==> src/design/ncrc_pkg.sv <==
// Shared constants, types and helper functions of the NMEA / CRC-32 line checker.
package ncrc_pkg;

   // line scanning
   localparam int unsigned POS_W      = 10;
   localparam logic [POS_W-1:0] SCAN_LIMIT = POS_W'(512);
   localparam logic [POS_W-1:0] POS_MAX    = {POS_W{1'b1}};

   // characters
   localparam logic [7:0] CHAR_DOLLAR = 8'h24;
   localparam logic [7:0] CHAR_HASH   = 8'h23;
   localparam logic [7:0] CHAR_STAR   = 8'h2A;

   // reflected CRC-32 polynomial
   localparam logic [31:0] CRC_POLY = 32'hEDB88320;

   // number of hex digits in each trailer
   localparam logic [3:0] NMEA_DIGITS = 4'd2;
   localparam logic [3:0] CRC_DIGITS  = 4'd8;

   // register port
   localparam int unsigned CSR_ADDR_W = 3;
   localparam int unsigned CSR_DATA_W = 32;
   localparam logic CSR_IDX_CRC_ENABLE = 1'b0;

   typedef enum logic [1:0] {
      STATUS_OK        = 2'd0,
      STATUS_BAD_START = 2'd1,
      STATUS_NO_STAR   = 2'd2,
      STATUS_MISMATCH  = 2'd3
   } status_type;

   typedef enum logic [1:0] {
      KIND_UNKNOWN = 2'd0,
      KIND_NMEA    = 2'd1,
      KIND_CRC     = 2'd2
   } kind_type;

   typedef struct packed {
      logic [7:0] ch;
      logic       last;
   } req_item_type;

   typedef struct packed {
      status_type  status;
      kind_type    sentence_kind;
      logic [31:0] computed_check;
   } rsp_item_type;

   // One byte through the reflected CRC-32, bit by bit.
   function automatic logic [31:0] crc_byte(input logic [31:0] crc, input logic [7:0] b);
      logic [31:0] c;
      c = crc ^ {24'd0, b};
      for (int k = 0; k < 8; k++) begin
         c = c[0] ? ((c >> 1) ^ CRC_POLY) : (c >> 1);
      end
      return c;
   endfunction

   // Hex digit of either case: bit 4 marks a valid digit, bits 3:0 its value.
   function automatic logic [4:0] hex_digit(input logic [7:0] c);
      logic [4:0] r;
      r = 5'd0;
      if (c >= 8'h30 && c <= 8'h39) begin
         r = {1'b1, 4'(c - 8'h30)};
      end else if (c >= 8'h61 && c <= 8'h66) begin
         r = {1'b1, 4'(c - 8'h57)};
      end else if (c >= 8'h41 && c <= 8'h46) begin
         r = {1'b1, 4'(c - 8'h37)};
      end
      return r;
   endfunction

   // Lowercase hex character of one nibble.
   function automatic logic [7:0] hex_char_lower(input logic [3:0] nib);
      logic [7:0] r;
      if (nib < 4'd10) begin
         r = 8'h30 + {4'd0, nib};
      end else begin
         r = 8'h57 + {4'd0, nib};
      end
      return r;
   endfunction

endpackage

==> src/design/ncrc_line_engine.sv <==
// Line state machine: XOR / CRC-32 update per character and the result register.
module ncrc_line_engine (
   input  logic                   clock,
   input  logic                   reset,
   input  logic                   stage_valid,
   input  ncrc_pkg::req_item_type stage_item,
   output logic                   stage_take,
   input  logic                   crc_check_enable,
   output logic                   out_valid,
   output ncrc_pkg::rsp_item_type out_item,
   input  logic                   out_ready
);
   import ncrc_pkg::*;

   typedef enum logic [2:0] {
      PH_START,
      PH_NMEA_BODY,
      PH_NMEA_HEX,
      PH_CRC_BODY,
      PH_CRC_TEXT,
      PH_TAIL
   } phase_type;

   phase_type    phase_ff,  phase_in;
   kind_type     kind_ff,   kind_in;
   logic [7:0]   xor_ff,    xor_in;
   logic [31:0]  crc_ff,    crc_in;
   logic [POS_W-1:0] pos_ff, pos_in;
   logic [7:0]   hex_ff,    hex_in;
   logic [3:0]   dcnt_ff,   dcnt_in;
   status_type   err_ff,    err_in;
   logic         out_valid_ff, out_valid_in;
   rsp_item_type out_item_ff,  out_item_in;

   logic         out_free;

   // a character without a result never waits; a final one waits for a free slot
   assign out_free   = !out_valid_ff || out_ready;
   assign stage_take = stage_valid && (!stage_item.last || out_free);

   // next state and result for the character in the input register
   always_comb begin
      logic [7:0]  c;
      logic [4:0]  hd;
      logic [4:0]  shamt;
      logic [3:0]  nib;
      status_type  st;
      logic [31:0] chk;

      c     = stage_item.ch;
      hd    = hex_digit(c);
      shamt = {~dcnt_ff[2:0], 2'b00};
      nib   = 4'(crc_ff >> shamt);
      st    = STATUS_OK;
      chk   = 32'd0;

      phase_in = phase_ff;
      kind_in  = kind_ff;
      xor_in   = xor_ff;
      crc_in   = crc_ff;
      pos_in   = pos_ff;
      hex_in   = hex_ff;
      dcnt_in  = dcnt_ff;
      err_in   = err_ff;

      case (phase_ff)
         PH_START: begin
            if (c == CHAR_DOLLAR) begin
               kind_in  = KIND_NMEA;
               phase_in = PH_NMEA_BODY;
            end else if (c == CHAR_HASH) begin
               kind_in  = KIND_CRC;
               phase_in = PH_CRC_BODY;
            end else begin
               kind_in  = KIND_UNKNOWN;
               err_in   = STATUS_BAD_START;
               phase_in = PH_TAIL;
            end
         end
         PH_NMEA_BODY: begin
            if (c == CHAR_STAR) begin
               phase_in = PH_NMEA_HEX;
               hex_in   = 8'd0;
               dcnt_in  = 4'd0;
            end else if (pos_ff >= SCAN_LIMIT) begin
               err_in   = STATUS_NO_STAR;
               phase_in = PH_TAIL;
            end else begin
               xor_in = xor_ff ^ c;
            end
         end
         PH_NMEA_HEX: begin
            if (!hd[4]) begin
               err_in   = (xor_ff != hex_ff) ? STATUS_MISMATCH : STATUS_OK;
               phase_in = PH_TAIL;
            end else begin
               hex_in  = {hex_ff[3:0], hd[3:0]};
               dcnt_in = dcnt_ff + 4'd1;
               if (dcnt_in >= NMEA_DIGITS) begin
                  err_in   = (xor_ff != hex_in) ? STATUS_MISMATCH : STATUS_OK;
                  phase_in = PH_TAIL;
               end
            end
         end
         PH_CRC_BODY: begin
            if (c == CHAR_STAR) begin
               phase_in = PH_CRC_TEXT;
               dcnt_in  = 4'd0;
               err_in   = STATUS_OK;
            end else begin
               crc_in = crc_byte(crc_ff, c);
            end
         end
         PH_CRC_TEXT: begin
            if (c != hex_char_lower(nib)) begin
               err_in = STATUS_MISMATCH;
            end
            dcnt_in = dcnt_ff + 4'd1;
            if (dcnt_in >= CRC_DIGITS) begin
               phase_in = PH_TAIL;
            end
         end
         default: begin
         end
      endcase

      if (pos_ff != POS_MAX) begin
         pos_in = pos_ff + POS_W'(1);
      end

      // status as seen after this character
      case (kind_in)
         KIND_NMEA: begin
            chk = {24'd0, xor_in};
            if (phase_in == PH_NMEA_BODY) begin
               st = STATUS_NO_STAR;
            end else if (phase_in == PH_NMEA_HEX) begin
               st = (xor_in != hex_in) ? STATUS_MISMATCH : STATUS_OK;
            end else begin
               st = err_in;
            end
         end
         KIND_CRC: begin
            chk = crc_in;
            if (!crc_check_enable) begin
               st = STATUS_OK;
            end else if (phase_in == PH_CRC_BODY) begin
               st = STATUS_NO_STAR;
            end else if (phase_in == PH_CRC_TEXT) begin
               st = STATUS_MISMATCH;
            end else begin
               st = err_in;
            end
         end
         default: begin
            chk = 32'd0;
            st  = STATUS_BAD_START;
         end
      endcase

      out_item_in.status         = st;
      out_item_in.sentence_kind  = kind_in;
      out_item_in.computed_check = chk;

      // final character: back to the line start
      if (stage_item.last) begin
         phase_in = PH_START;
         kind_in  = KIND_UNKNOWN;
         xor_in   = 8'd0;
         crc_in   = 32'd0;
         pos_in   = '0;
         hex_in   = 8'd0;
         dcnt_in  = 4'd0;
         err_in   = STATUS_OK;
      end
   end

   // result slot: drop on take, load on a final character
   always_comb begin
      out_valid_in = out_valid_ff && !out_ready;
      if (stage_take && stage_item.last) begin
         out_valid_in = 1'b1;
      end
   end

   always_ff @(posedge clock) begin
      if (reset) begin
         phase_ff     <= PH_START;
         kind_ff      <= KIND_UNKNOWN;
         xor_ff       <= 8'd0;
         crc_ff       <= 32'd0;
         pos_ff       <= '0;
         hex_ff       <= 8'd0;
         dcnt_ff      <= 4'd0;
         err_ff       <= STATUS_OK;
         out_valid_ff <= 1'b0;
      end else begin
         if (stage_take) begin
            phase_ff <= phase_in;
            kind_ff  <= kind_in;
            xor_ff   <= xor_in;
            crc_ff   <= crc_in;
            pos_ff   <= pos_in;
            hex_ff   <= hex_in;
            dcnt_ff  <= dcnt_in;
            err_ff   <= err_in;
         end
         out_valid_ff <= out_valid_in;
         if (stage_take && stage_item.last) begin
            out_item_ff <= out_item_in;
         end
      end
   end

   assign out_valid = out_valid_ff;
   assign out_item  = out_item_ff;
endmodule

==> config.mk <==
export PLATFORM = sky130hd
export DESIGN_NAME = ncrc_line_engine
export DESIGN_NICKNAME = d
export VERILOG_FILES = /design/src/design/ncrc_pkg.sv /design/src/design/ncrc_line_engine.sv
export SDC_FILE = /design/constraint.sdc
export NUM_CORES = 1
export LEC_CHECK = 0
export BUFFER_PORTS_ARGS = -buffer_cell sky130_fd_sc_hd__buf_2
export CORE_UTILIZATION = 55
export CTS_BUF_LIST = sky130_fd_sc_hd__clkbuf_4 sky130_fd_sc_hd__clkbuf_8
export DETAILED_ROUTE_END_ITERATION = 7
export GPL_TIMING_DRIVEN = 0
export PLACE_DENSITY_LB_ADDON = 0.2
export SLEW_MARGIN = 20
export SYNTH_ARGS = -nofsm -noshare
export SYNTH_HDL_FRONTEND = slang
export SYNTH_SLANG_ARGS = --single-unit
==> constraint.sdc <==
create_clock -name clock -period 8.3 [get_ports clock]
set_clock_uncertainty 0.15 [all_clocks]
set_input_delay 0.415 -clock clock [delete_from_list [all_inputs] [get_ports clock]]
set_output_delay 0.415 -clock clock [all_outputs]
set_load 0.1 [all_outputs]
# Word-level counts from Yosys, hierarchy flattened
# Index checks and enable logic that the tools add are counted.
[totals] inputBits=14 ff_bits=106 word_cells=145 output_inout_bits=38
[op_classes] bitwise=12 n_reduce_logical=18 order_cmp=10 eq_ne=20 mux=65 shift=1 add_sub_neg=7
[op_table] cell="32-bit 2-to-1 mux" count=11
[op_table] cell="13-bit inverter with 14-bit output" count=8
[op_table] cell="8-bit 2-to-1 mux" count=9
[op_table] cell="32-bit one-hot mux with 2 select lines" count=1
[op_table] cell="2-bit 2-to-1 mux" count=21
[op_table] cell="8-bit inequality test" count=4
[op_table] cell="32-bit by 5-bit right shift with 4-bit output" count=1
[op_table] cell="32-bit by 8-bit bitwise XOR with 32-bit output" count=1
[op_table] cell="3-bit 2-to-1 mux" count=9
[op_table] cell="8-bit by 6-bit equality test with 1-bit output (second input constant)" count=3
[op_table] cell="10-bit 2-to-1 mux" count=2
[op_table] cell="8-bit by 7-bit >= comparator with 1-bit output (second input constant)" count=2
[op_table] cell="8-bit by 7-bit less-or-equal comparator with 1-bit output (second input constant)" count=2
[op_table] cell="8-bit one-hot mux with 2 select lines" count=1
[op_table] cell="5-bit 2-to-1 mux" count=3
[op_table] cell="3-bit one-hot mux with 5 select lines" count=1
[op_table] cell="3-bit by 2-bit equality test with 1-bit output (second input constant)" count=4
[op_table] cell="4-bit 2-to-1 mux" count=3
[op_table] cell="4-bit one-hot mux with 3 select lines" count=1
[op_table] cell="10-bit by 1-bit adder with 10-bit output (second input constant)" count=1
[op_table] cell="10-bit >= comparator (second input constant)" count=1
[op_table] cell="10-bit inequality test (second input constant)" count=1
[op_table] cell="2-bit one-hot mux with 5 select lines" count=1
[op_table] cell="7-bit by 4-bit adder with 8-bit output (first input constant)" count=1
[op_table] cell="29 further kinds" count=41

# Longest topological paths before layout
# Gate-level depths: netlist of run 1.
[logic_depth] ltp_word=20 ltp_mapped=15 depth_no_buf=13

# Worst setup path after synthesis of run 1
# No wires, ideal clock.
[synth_timing] kind="reg2reg" start="reg out_valid_ff, in the netlist out_valid" end="reg out_item_ff (netlist bit out_item[0]), enable pin" period_less_slack_ns=3.937 n_path_buf=0 t_required_ns=7.721 setup_ns=0.429 path_stages_with_launch=7 t_arrival_ns=3.358 setup_slack_ns=4.363 cell_sequence="dfxtp_1 > nor2b_1 > nand2_1 > nand2_1 > clkinv_1 > nand2_1 > nor2_1"
[synth_via] elab_chain_len=6
[synth_lines] element="from (decl)" line="ncrc_line_engine.sv:32" rtl="logic out_valid_ff, out_valid_in;"
[synth_lines] element="from (signal assigned)" line="ncrc_line_engine.sv:208" rtl="out_valid_ff <= out_valid_in;"
[synth_lines] element="1-bit zero test" line="ncrc_line_engine.sv:38" rtl="assign out_free = !out_valid_ff || out_ready;"
[synth_lines] element="1-bit logical OR" line="ncrc_line_engine.sv:38"
[synth_lines] element="1-bit logical OR" line="ncrc_line_engine.sv:39" rtl="assign stage_take = stage_valid && (!stage_item.last || out_free);"
[synth_lines] element="1-bit logical AND" line="ncrc_line_engine.sv:39"
[synth_lines] element="via stage_take" line="ncrc_line_engine.sv:7" rtl="output logic stage_take,"
[synth_lines] element="1-bit logical AND" line="ncrc_line_engine.sv:209" rtl="if (stage_take && stage_item.last) begin"
[synth_lines] element="2-bit AND reduction (no line)"
[synth_lines] element="to (signal assigned)" line="ncrc_line_engine.sv:210" rtl="out_item_ff <= out_item_in;"
[synth_lines] element="to (decl)" line="ncrc_line_engine.sv:33" rtl="rsp_item_type out_item_ff, out_item_in;"
# The timed path passes the listed nets, and every way through them passes these cells.
# A chain may end at the register's enable or synchronous reset.

==> results of run 1 <==
[worst paths after layout]
path,from,to,cells past startpoint,slack [ps]
hold reg to reg,dcnt_ff[3],dcnt_ff[3],2,360
setup reg to reg,dcnt_ff[1],out_item[35],11,4490
hold / removal,stage_valid,out_valid,3,150
setup / recovery,dcnt_ff[1],out_item[35],11,4490
[final cells by class]
type	count	area share [%]
clock inverter	6	0.707
inverter	20	1.01
multi-input combinational	630	54.7
clock buffer	10	1.77
timing repair buffer	49	3.50
buffer	46	2.42
tap	147	2.47
sequential	106	33.4
[Yosys cell counts, types with 3 or more instances]
library cell / number
nor2_1: 136
a21oi_1: 77
dfxtp_1: 70
xnor2_1: 69
nand2_1: 58
xor2_1: 44
clkbuf_1: 38
edfxtp_1: 36
o21ai_0: 22
a22oi_1: 19
inv_1: 19
nand3_1: 18
mux2i_1: 16
ha_1: 12
nor3_1: 12
a211oi_1: 11
o22ai_1: 10
nand2b_1: 9
or3_1: 8
nor4_1: 7
and2_1: 6
buf_2: 6
nand4_1: 6
o21ai_1: 6
and3_1: 5
o211ai_1: 5
mux4_2: 4
nor2b_1: 4
o211a_1: 4
a31oi_1: 3
mux2_2: 3
nor3b_1: 3
[power groups by stage]
stage                     Clock, mW  Sequential [mW]  Combinational [mW]
after floorplan                   0            0.584               0.120
after global placement            0            0.556               0.196
after detailed placement          0            0.555               0.198
after CTS                     0.315            0.544               0.199
after global routing          0.334            0.545               0.215
final                         0.312            0.544               0.202
[registers in the layout, summed over array words and instances (netlist names)]
name       flops
crc_ff        32
hex_ff         8
pos_ff        10
xor_ff         8
phase_ff       3
out_item      36
out_valid      1
err_ff         2
kind_ff        2
dcnt_ff        4
[critical path, delay by kind of cell, from the launching register on]
kind            cells  cell delay, ps
fa+ha+maj           1             300
buf+inv             2             410
flops               1             480
simple gates        4            1200
compound gates      4             990
[routing by layer]
layer | up-vias | GRT usage (%) | routed length (µm)
li1 | 2936 | - | -
met5 | - | 0 | 0
met2 | 351 | 54.5 | 9600
met3 | 59 | 5.62 | 1730
met1 | 3044 | 47.7 | 9210
met4 | 0 | 17.5 | 911
[logic make-up (layout without fill, tap and decap cells)]
logic type,count (synthesis),count (layout)
buffers and inverters,66,131
AOI/OAI and AO/OA,185,185
DFF,106,106
and+or+nand+nor,296,296
xor gates and xnor gates,114,114
muxes,23,23
adders and majority gates,12,12
[per-stage QoR]
step / utilization (%) / hold slack, ps / power, mW
2_1_floorplan: - / 316 / 0.704
5_1_grt: 61.9 / 169 / 1.09
4_1_cts: 61.9 / 134 / 1.06
3_3_place_gp: 60.1 / 325 / 0.751
6_report: 61.9 / 145 / 1.06
3_5_place_dp: 60.4 / 345 / 0.753
==> impl_metrics.env, run 1 <==
export IMPL_internal_power_uw=715
export IMPL_synth_avg_cell_area_um2=8.48
export IMPL_cp_max_fo=10
export IMPL_setup_viol=0
export IMPL_slowest_stage="or4_4"
export IMPL_fin_tns_setup_ps=0
export IMPL_cp_required_ps=8250
export IMPL_p_comb_share_pct=19.1
export IMPL_multiInputGateArea_um2=4070
export IMPL_power_share_clock_pct=29.5
export IMPL_post_route_min_period_ps=3810
export IMPL_rows=40
export IMPL_maxSlewHeadroom_pct=35.1
export IMPL_grt_pass1_vias=6121
export IMPL_synth_adder_area_share_pct=2.21
export IMPL_critPathLaunchType="register"
export IMPL_synth_ff_type="dfxtp_1"
export IMPL_synth_mux_area_share_pct=4.18
export IMPL_vias=6390
export IMPL_crit_chain="buf_2, inv_1, ha_1, nand4b_1, a2111oi_2, o311ai_1, nand2b_4, nand2b_4, or4_4, o211ai_2, o311ai_1"
export IMPL_final_nets=888
export IMPL_fin_crit_sh_pct=45.9
export IMPL_ys_seq_area_share_pct=36.5
export IMPL_async_flop_share_pct=0
export IMPL_synth_compound_area_share_pct=17.5
export IMPL_drive_above_1_share_pct=11.4
export IMPL_area_growth_pct=9.35
export IMPL_cts_buffers=9
export IMPL_powerDensity_nw_per_um2=142
export IMPL_fp_dieArea_um2=12800
export IMPL_initial_core_util_pct=56.6
export IMPL_synthesis_area_um2=6800
export IMPL_drt_vias_per_instance=6.30
export IMPL_yosys_area_top_type="dfxtp_1"
export IMPL_final_common_cell="nor2_1"
export IMPL_drc=0
export IMPL_synth_seq_cells=106
export IMPL_hold_class="input port to register"
export IMPL_die_w_um=113
export IMPL_synth_nets=828
export IMPL_status="complete, no violations"
export IMPL_crit_type="register to register"
export IMPL_grt_pass1_wl_mm=33.9
export IMPL_hold_viol=0
export IMPL_dp_cells=998
export IMPL_drtIter0Drc=703
export IMPL_cts_resized=0
export IMPL_dpl_hpwl_mm=16.2
export IMPL_seq_power_share_pct=51.4
export IMPL_drv_cap=0
export IMPL_instances_no_fill=1014
export IMPL_synth_edf_count=36
export IMPL_p_leak_nw=2.71
export IMPL_gp_congestion=0.985
export IMPL_ant_nets=0
export IMPL_grt_max_degree=30
export IMPL_grt_overflow=0
export IMPL_wl_per_cell_um=21.2
export IMPL_ios=52
export IMPL_placed_area_um2=7250
export IMPL_synth_top_family_by_area="simple AND/OR/NAND/NOR gates"
export IMPL_crit_path_end_kind="register"
export IMPL_most_common_layout_cells="135 x nor2_1, 77 x a21oi_1, 70 x dfxtp_1, 69 x xnor2_1, 58 x nand2_1"
export IMPL_vdd_drop_max_v=0.0000886
export IMPL_tightestPinTransition_ps=970
export IMPL_p_sw_share_pct=32.4
export IMPL_synth_distinct_cells=73
export IMPL_yosysWarnings=0
export IMPL_post_place_ws_ps=4230
export IMPL_cts_hold_buf=0
export IMPL_cts_setup_buffers=0
export IMPL_synth_top_cell_area_share_pct=20.6
export IMPL_clock_sinks=106
export IMPL_die_h_um=113
export IMPL_worstSkewPairLatency_ps=400
export IMPL_wirelength_mm=21.5
export IMPL_cts_tree="built"
export IMPL_cts_buffer_depth=2
export IMPL_regArea_um2=2480
export IMPL_synth_xor_xnor_area_share_pct=14.8
export IMPL_fmax_ghz=0.262
export IMPL_cpPeakStageDelay_ps=550
export IMPL_root_buffer="clkbuf_8"
export IMPL_net_switching_power_uw=343
export IMPL_stdcell_area_um2=7430
export IMPL_core_region_area_um2=12000
export IMPL_antenna_found_initial=0
export IMPL_port_buffers=48
export IMPL_syn_inst=802
export IMPL_drtPass1Iterations=5
export IMPL_path_clk_slew_ps=100
export IMPL_fill_cells=1076
export IMPL_diodes=0
export IMPL_rsz0062_at_grt="false"
export IMPL_synthSimpleGateAreaFrac_pct=21.0
export IMPL_gr_usage_all_layers_pct=35.2
export IMPL_fin_ws_ps=4490
export IMPL_timing_final_max_slew_violations=0
export IMPL_arrival_ps=3760
export IMPL_netlist_top_cells_area="dfxtp_1 21%, edfxtp_1 16%, xnor2_1 8.9%"
export IMPL_htree_levels=3
No activity file was read; power rests on OpenSTA's default activity.
==> inputs of run 2 (changes only) <==
- clock period: 8.3 -> 3.7 ns (I/O delays scaled with it)
==> run 2 against run 1 <==
Against the previous run: clock power grew to 2.8 times the previous value; final cell count is essentially flat; combinational power grew 130%; power grew 140%; final area grew 1.2%; fmax grew 6.9%; largest power group unchanged.
==> impl_metrics.env, run 2 (synthesized netlist as in run 1, its figures left out) <==
export IMPL_arrival_ps=3570
export IMPL_powerDensity_nw_per_um2=338
export IMPL_cts_setup_buffers=0
export IMPL_vdd_drop_max_v=0.000190
export IMPL_drt_vias_per_instance=6.32
export IMPL_seq_power_share_pct=48.0
export IMPL_utilization_pct=62.6
export IMPL_initial_core_util_pct=56.6
export IMPL_net_switching_power_uw=793
export IMPL_core_region_area_um2=12000
export IMPL_fin_crit_sh_pct=96.4
export IMPL_hold_viol=0
export IMPL_gp_congestion=0.971
export IMPL_wirelength_mm=21.5
export IMPL_cp_max_fo=10
export IMPL_antenna_found_initial=0
export IMPL_p_leak_nw=2.75
export IMPL_htree_levels=3
export IMPL_dpl_hpwl_mm=16.1
export IMPL_rsz0062_at_grt="false"
export IMPL_drc=0
export IMPL_most_common_layout_cells="135 x nor2_1, 77 x a21oi_1, 70 x dfxtp_1, 69 x xnor2_1, 58 x nand2_1"
export IMPL_fin_ws_ps=135
export IMPL_p_comb_share_pct=18.0
export IMPL_setup_worst_path_end="out_item[29]"
export IMPL_root_buffer="clkbuf_8"
export IMPL_port_buffers=48
export IMPL_grt_max_degree=30
export IMPL_drive_above_1_share_pct=11.6
export IMPL_fmax_ghz=0.280
export IMPL_internal_power_mw=1.75
export IMPL_vias=6419
export IMPL_die_w_um=113
export IMPL_area_growth_pct=10.6
export IMPL_cts_tree="built"
export IMPL_rows=40
export IMPL_wl_per_cell_um=21.2
export IMPL_clock_sinks=106
export IMPL_drtIter0Drc=678
export IMPL_post_route_min_period_ps=3570
export IMPL_grt_pass1_vias=5950
export IMPL_p_sw_share_pct=31.2
export IMPL_drv_cap=0
export IMPL_status="complete, no violations"
export IMPL_setup_viol=0
export IMPL_r2r_setup_slack_ps=130
export IMPL_tightestPinTransition_ps=954
export IMPL_largest_register_ffs=36
export IMPL_dp_cells=998
export IMPL_crit_type="register to register"
export IMPL_maxSlewHeadroom_pct=36.0
export IMPL_die_h_um=113
export IMPL_cts_buffer_depth=2
export IMPL_fin_tns_setup_ps=0
export IMPL_grt_overflow=0
export IMPL_cp_required_ps=3710
export IMPL_fp_dieArea_um2=12800
export IMPL_gr_usage_all_layers_pct=34.6
export IMPL_r2r_start="phase_ff[1]"
export IMPL_hold_slack_ps=69.2
export IMPL_cts_buffers=9
export IMPL_drtPass1Iterations=6
export IMPL_setup_worst_path_start="phase_ff[1]"
export IMPL_timing_final_max_slew_violations=0
export IMPL_post_place_ws_ps=-192
export IMPL_grt_pass1_wl_mm=33.2
export IMPL_r2r_end="out_item[29]"
export IMPL_instances_no_fill=1015
export IMPL_final_nets=889
export IMPL_final_common_cell="nor2_1"
export IMPL_ios=52
export IMPL_ant_nets=0
export IMPL_worstSkewPairLatency_ps=400
export IMPL_hold_class="input port to register"
export IMPL_path_clk_slew_ps=120
export IMPL_power_share_clock_pct=34.0
export IMPL_diodes=0
export IMPL_crit_path_end_kind="register"
export IMPL_reg2reg_depth=8
export IMPL_critPathLaunchType="register"
run 2: cell count changes in the layout (fill, tap and decap cells not counted), sizes merged:
cell         change
clkbuf           -1
buf              -1
inv              +1
bufinv           +2
clkinvlp         -2
dlygate4sd3      +2
run 2: timing repair:
action,4_1_cts,5_1_grt
resized for setup,0,2
setup endpoints to repair,0,2
endpoints found under the hold margin,1,0
hold buffers,2,0
run 2: worst min path at each step:
| stage | start | endpoint | slack (ps) | cells after the start |
|---|---|---|---|---|
| CTS | crc_check_enable | out_item[35] | 60 | 3 |
| global route | crc_check_enable | out_item[35] | 80 | 3 |
| floorplan | stage_valid | out_valid | 180 | 2 |
| finish | crc_check_enable | out_item[35] | 70 | 3 |
| global placement | stage_valid | out_valid | 310 | 3 |
| detailed placement | stage_valid | out_valid | 320 | 3 |
run 2: layout make-up:
cell class	instances	area [µm²]
plain buffers	45	179
clock buffers	9	124
clock inverters	7	121
fillers	1072	4490
inverters	20	75.1
multi-input cells	630	4080
flip-flops and latches	106	2480
well taps	147	184
repair buffers	51	280
run 2: metal layers:
metal,vias to the layer above,track usage [%],share of wire (%)
li1,2941,-,-
met1,3079,47.2,43
met2,349,54.0,45
met3,50,6.32,9.3
met4,0,14.4,3.6
met5,-,0,0
run 2: worst max-delay path, cell delays in order, from the launching register on:
cell and delay, ps:
dfxtp_1 390, inv_1 230, nand3_1 230, o31ai_1 730, inv_1 100, ha_1 340
nand2b_1 360, clkbuf_1 360, a211oi_1 430
run 2: power groups by stage:
| stage | logic (mW) | clock network (mW) | registers, mW |
|---|---|---|---|
| after CTS | 0.450 | 0.873 | 1.22 |
| after global routing | 0.487 | 0.905 | 1.22 |
| final | 0.458 | 0.862 | 1.22 |
| after detailed placement | 0.446 | 0 | 1.25 |
| after global placement | 0.441 | 0 | 1.25 |
| after floorplan | 0.270 | 0 | 1.31 |
run 2: per-stage QoR:
| step | total power, mW | instance area, µm² |
|---|---|---|
| after detailed placement | 1.69 | 7250 |
| after global placement | 1.69 | 7220 |
| final | 2.54 | 7520 |
| after CTS | 2.54 | 7510 |
| after floorplan | 1.58 | 6800 |
| after global routing | 2.61 | 7520 |
==> inputs of run 3 (changes only) <==
- ABC_AREA: unset -> 1
==> run 3 against run 2 <==
Against the previous run: final cell count up 27%; via count is 6.0% higher; wire length fell by 6.4%; clock power fell by 16%; fmax grew 8.8%; sequential power hardly changed; critical path type unchanged; sequential share of layout area shrank 1.7 points; combinational power increased by 13%; die area rose by 6.4%; count of clock-buffer cells in the layout is the same; power down 3.0%; largest power group unchanged.
==> impl_metrics.env, run 3 <==
export IMPL_cp_required_ps=3690
export IMPL_fin_tns_setup_ps=0
export IMPL_yosysWarnings=0
export IMPL_path_clk_slew_ps=110
export IMPL_die_w_um=117
export IMPL_synth_avg_cell_area_um2=6.89
export IMPL_area_growth_pct=9.59
export IMPL_dp_cells=1273
export IMPL_fp_dieArea_um2=13600
export IMPL_hold_slack_ps=25.4
export IMPL_arrival_ps=3270
export IMPL_post_route_min_period_ps=3280
export IMPL_status="complete, no violations"
export IMPL_synth_top_cell_area_share_pct=19.3
export IMPL_worstSkewPairLatency_ps=410
export IMPL_power_mw=2.46
export IMPL_grt_pass1_vias=6288
export IMPL_syn_inst=1052
export IMPL_setup_viol=0
export IMPL_rows=41
export IMPL_utilization_pct=62.4
export IMPL_async_flop_share_pct=0
export IMPL_stdcell_area_um2=7940
export IMPL_port_buffers=48
export IMPL_diodes=0
export IMPL_crit_path_end_kind="register"
export IMPL_gp_congestion=0.937
export IMPL_drtIter0Drc=495
export IMPL_post_place_ws_ps=466
export IMPL_rsz0062_at_grt="false"
export IMPL_synth_nets=1078
export IMPL_yosys_area_top_type="dfxtp_1"
export IMPL_placed_area_um2=7730
export IMPL_drive_above_1_share_pct=8.76
export IMPL_initial_core_util_pct=56.9
export IMPL_wl_per_cell_um=15.6
export IMPL_drt_vias_per_instance=5.27
export IMPL_ys_seq_area_share_pct=34.3
export IMPL_netlist_top_cells_area="dfxtp_1 19%, nand2_1 15%, edfxtp_1 15%"
export IMPL_fmax_ghz=0.305
export IMPL_instances_no_fill=1291
export IMPL_htree_levels=3
export IMPL_grt_pass1_wl_mm=32.0
export IMPL_root_buffer="clkbuf_8"
export IMPL_core_region_area_um2=12700
export IMPL_synthesis_area_um2=7240
export IMPL_grt_overflow=0
export IMPL_gr_usage_all_layers_pct=31.5
export IMPL_vias=6806
export IMPL_most_common_layout_cells="294 x nand2_1, 141 x inv_1, 107 x nor2_1, 70 x xor2_1, 70 x dfxtp_1"
export IMPL_tightestPinTransition_ps=792
export IMPL_drv_cap=0
export IMPL_critPathLaunchType="register"
export IMPL_hold_class="input port to register"
export IMPL_grt_max_degree=29
export IMPL_cts_buffer_depth=2
export IMPL_crit_type="register to register"
export IMPL_synth_distinct_cells=45
export IMPL_ios=52
export IMPL_antenna_found_initial=0
export IMPL_powerDensity_nw_per_um2=310
export IMPL_synth_most_common_cell="nand2_1"
export IMPL_vdd_drop_max_v=0.000236
export IMPL_synth_edf_count=36
export IMPL_clock_sinks=106
export IMPL_timing_final_max_slew_violations=0
export IMPL_fin_crit_sh_pct=88.6
export IMPL_synthTopCellsByCount="294 x nand2_1, 141 x inv_1, 108 x nor2_1"
export IMPL_fin_ws_ps=423
export IMPL_cts_tree="built"
export IMPL_synth_seq_cells=106
export IMPL_final_nets=1140
export IMPL_ant_nets=0
export IMPL_wirelength_mm=20.2
export IMPL_cp_max_fo=10
export IMPL_cts_buffers=9
export IMPL_largest_register_ffs=36
export IMPL_drc=0
export IMPL_drtPass1Iterations=7
export IMPL_die_h_um=117
export IMPL_hold_viol=0
export IMPL_p_leak_nw=3.33
export IMPL_dpl_hpwl_mm=15.6
export IMPL_final_common_cell="nand2_1"
export IMPL_maxSlewHeadroom_pct=47.2
export IMPL_synth_ff_type="dfxtp_1"
==> run 3: cell types whose count changed after synthesis, sizes merged, moves of 12 or more <==
cell and change:
a21oi -26, a22oi -18, clkbuf -12, inv +124
mux2i -12, nand2 +239, nand3 +50, nor2 -26
o21ai +23, o22ai +15, xnor2 -47, xor2 +30
==> run 3: final cells by class <==
class	count	area, µm²
Inverter	143	537
Buffer	40	189
Fill cell	1249	4780
Clock inverter	7	67.6
Sequential cell	106	2480
Clock buffer	9	124
Timing Repair Buffer	51	280
Multi-Input combinational cell	763	4040
Tap cell	172	215
==> run 3: repair_timing <==
| item | CTS | global route |
|---|---|---|
| gates resized for setup | 0 | 0 |
| endpoints found under the setup margin | 0 | 0 |
| hold endpoints to repair | 2 | 0 |
| setup buffers | 0 | 0 |
| hold buffers | 2 | 0 |
==> run 3: cells by family (layout without fill, tap and decap cells) <==
kind of cell / after synthesis / in the layout / synth area share (%)
AND/OR/NAND/NOR: 506 / 506 / 28.7
multiplexers: 4 / 4 / 0.553
XOR/XNOR: 97 / 97 / 13.2
flip-flops: 106 / 106 / 34.3
buffers and inverters: 183 / 250 / 10.0
adder cells (fa/ha/maj): 12 / 12 / 2.07
AO/OA/AOI/OAI: 144 / 144 / 11.2
==> run 3: metal layers <==
layer	vias to the layer above	global-route usage [%]	part of all wire [%]
li1	3462	-	-
met1	3079	39.7	44
met2	222	52.4	47
met3	43	6.12	5.6
met4	0	13.9	3.8
met5	-	0	0
==> run 3: where the power goes <==
group	switching [mW]	internal, mW
Combinational	0.369	0.147
Clock	0.460	0.263
Sequential	0.00888	1.22
Total	0.838	1.62
==> run 3: final timing paths <==
| path | from | to | slack, ps | cells after the start |
|---|---|---|---|---|
| worst max-delay path | phase_ff[1] | out_item[31] | 420 | 11 |
| worst min-delay path | stage_valid | dcnt_ff[1] | 30 | 5 |
| worst min register to register | crc_ff[27] | crc_ff[27] | 320 | 2 |
| worst max register to register | phase_ff[1] | out_item[31] | 420 | 11 |
==> run 3: worst max-delay path, stage by stage, from the launching register on <==
cell and delay (ps):
dfxtp_1 420, inv_1 90, nand2_1 130, inv_1 160, nand4_1 190, o21ai_0 240
ha_1 430, inv_1 110, nand2_1 90, clkbuf_1 410, clkbuf_1 480, nor2_1 120
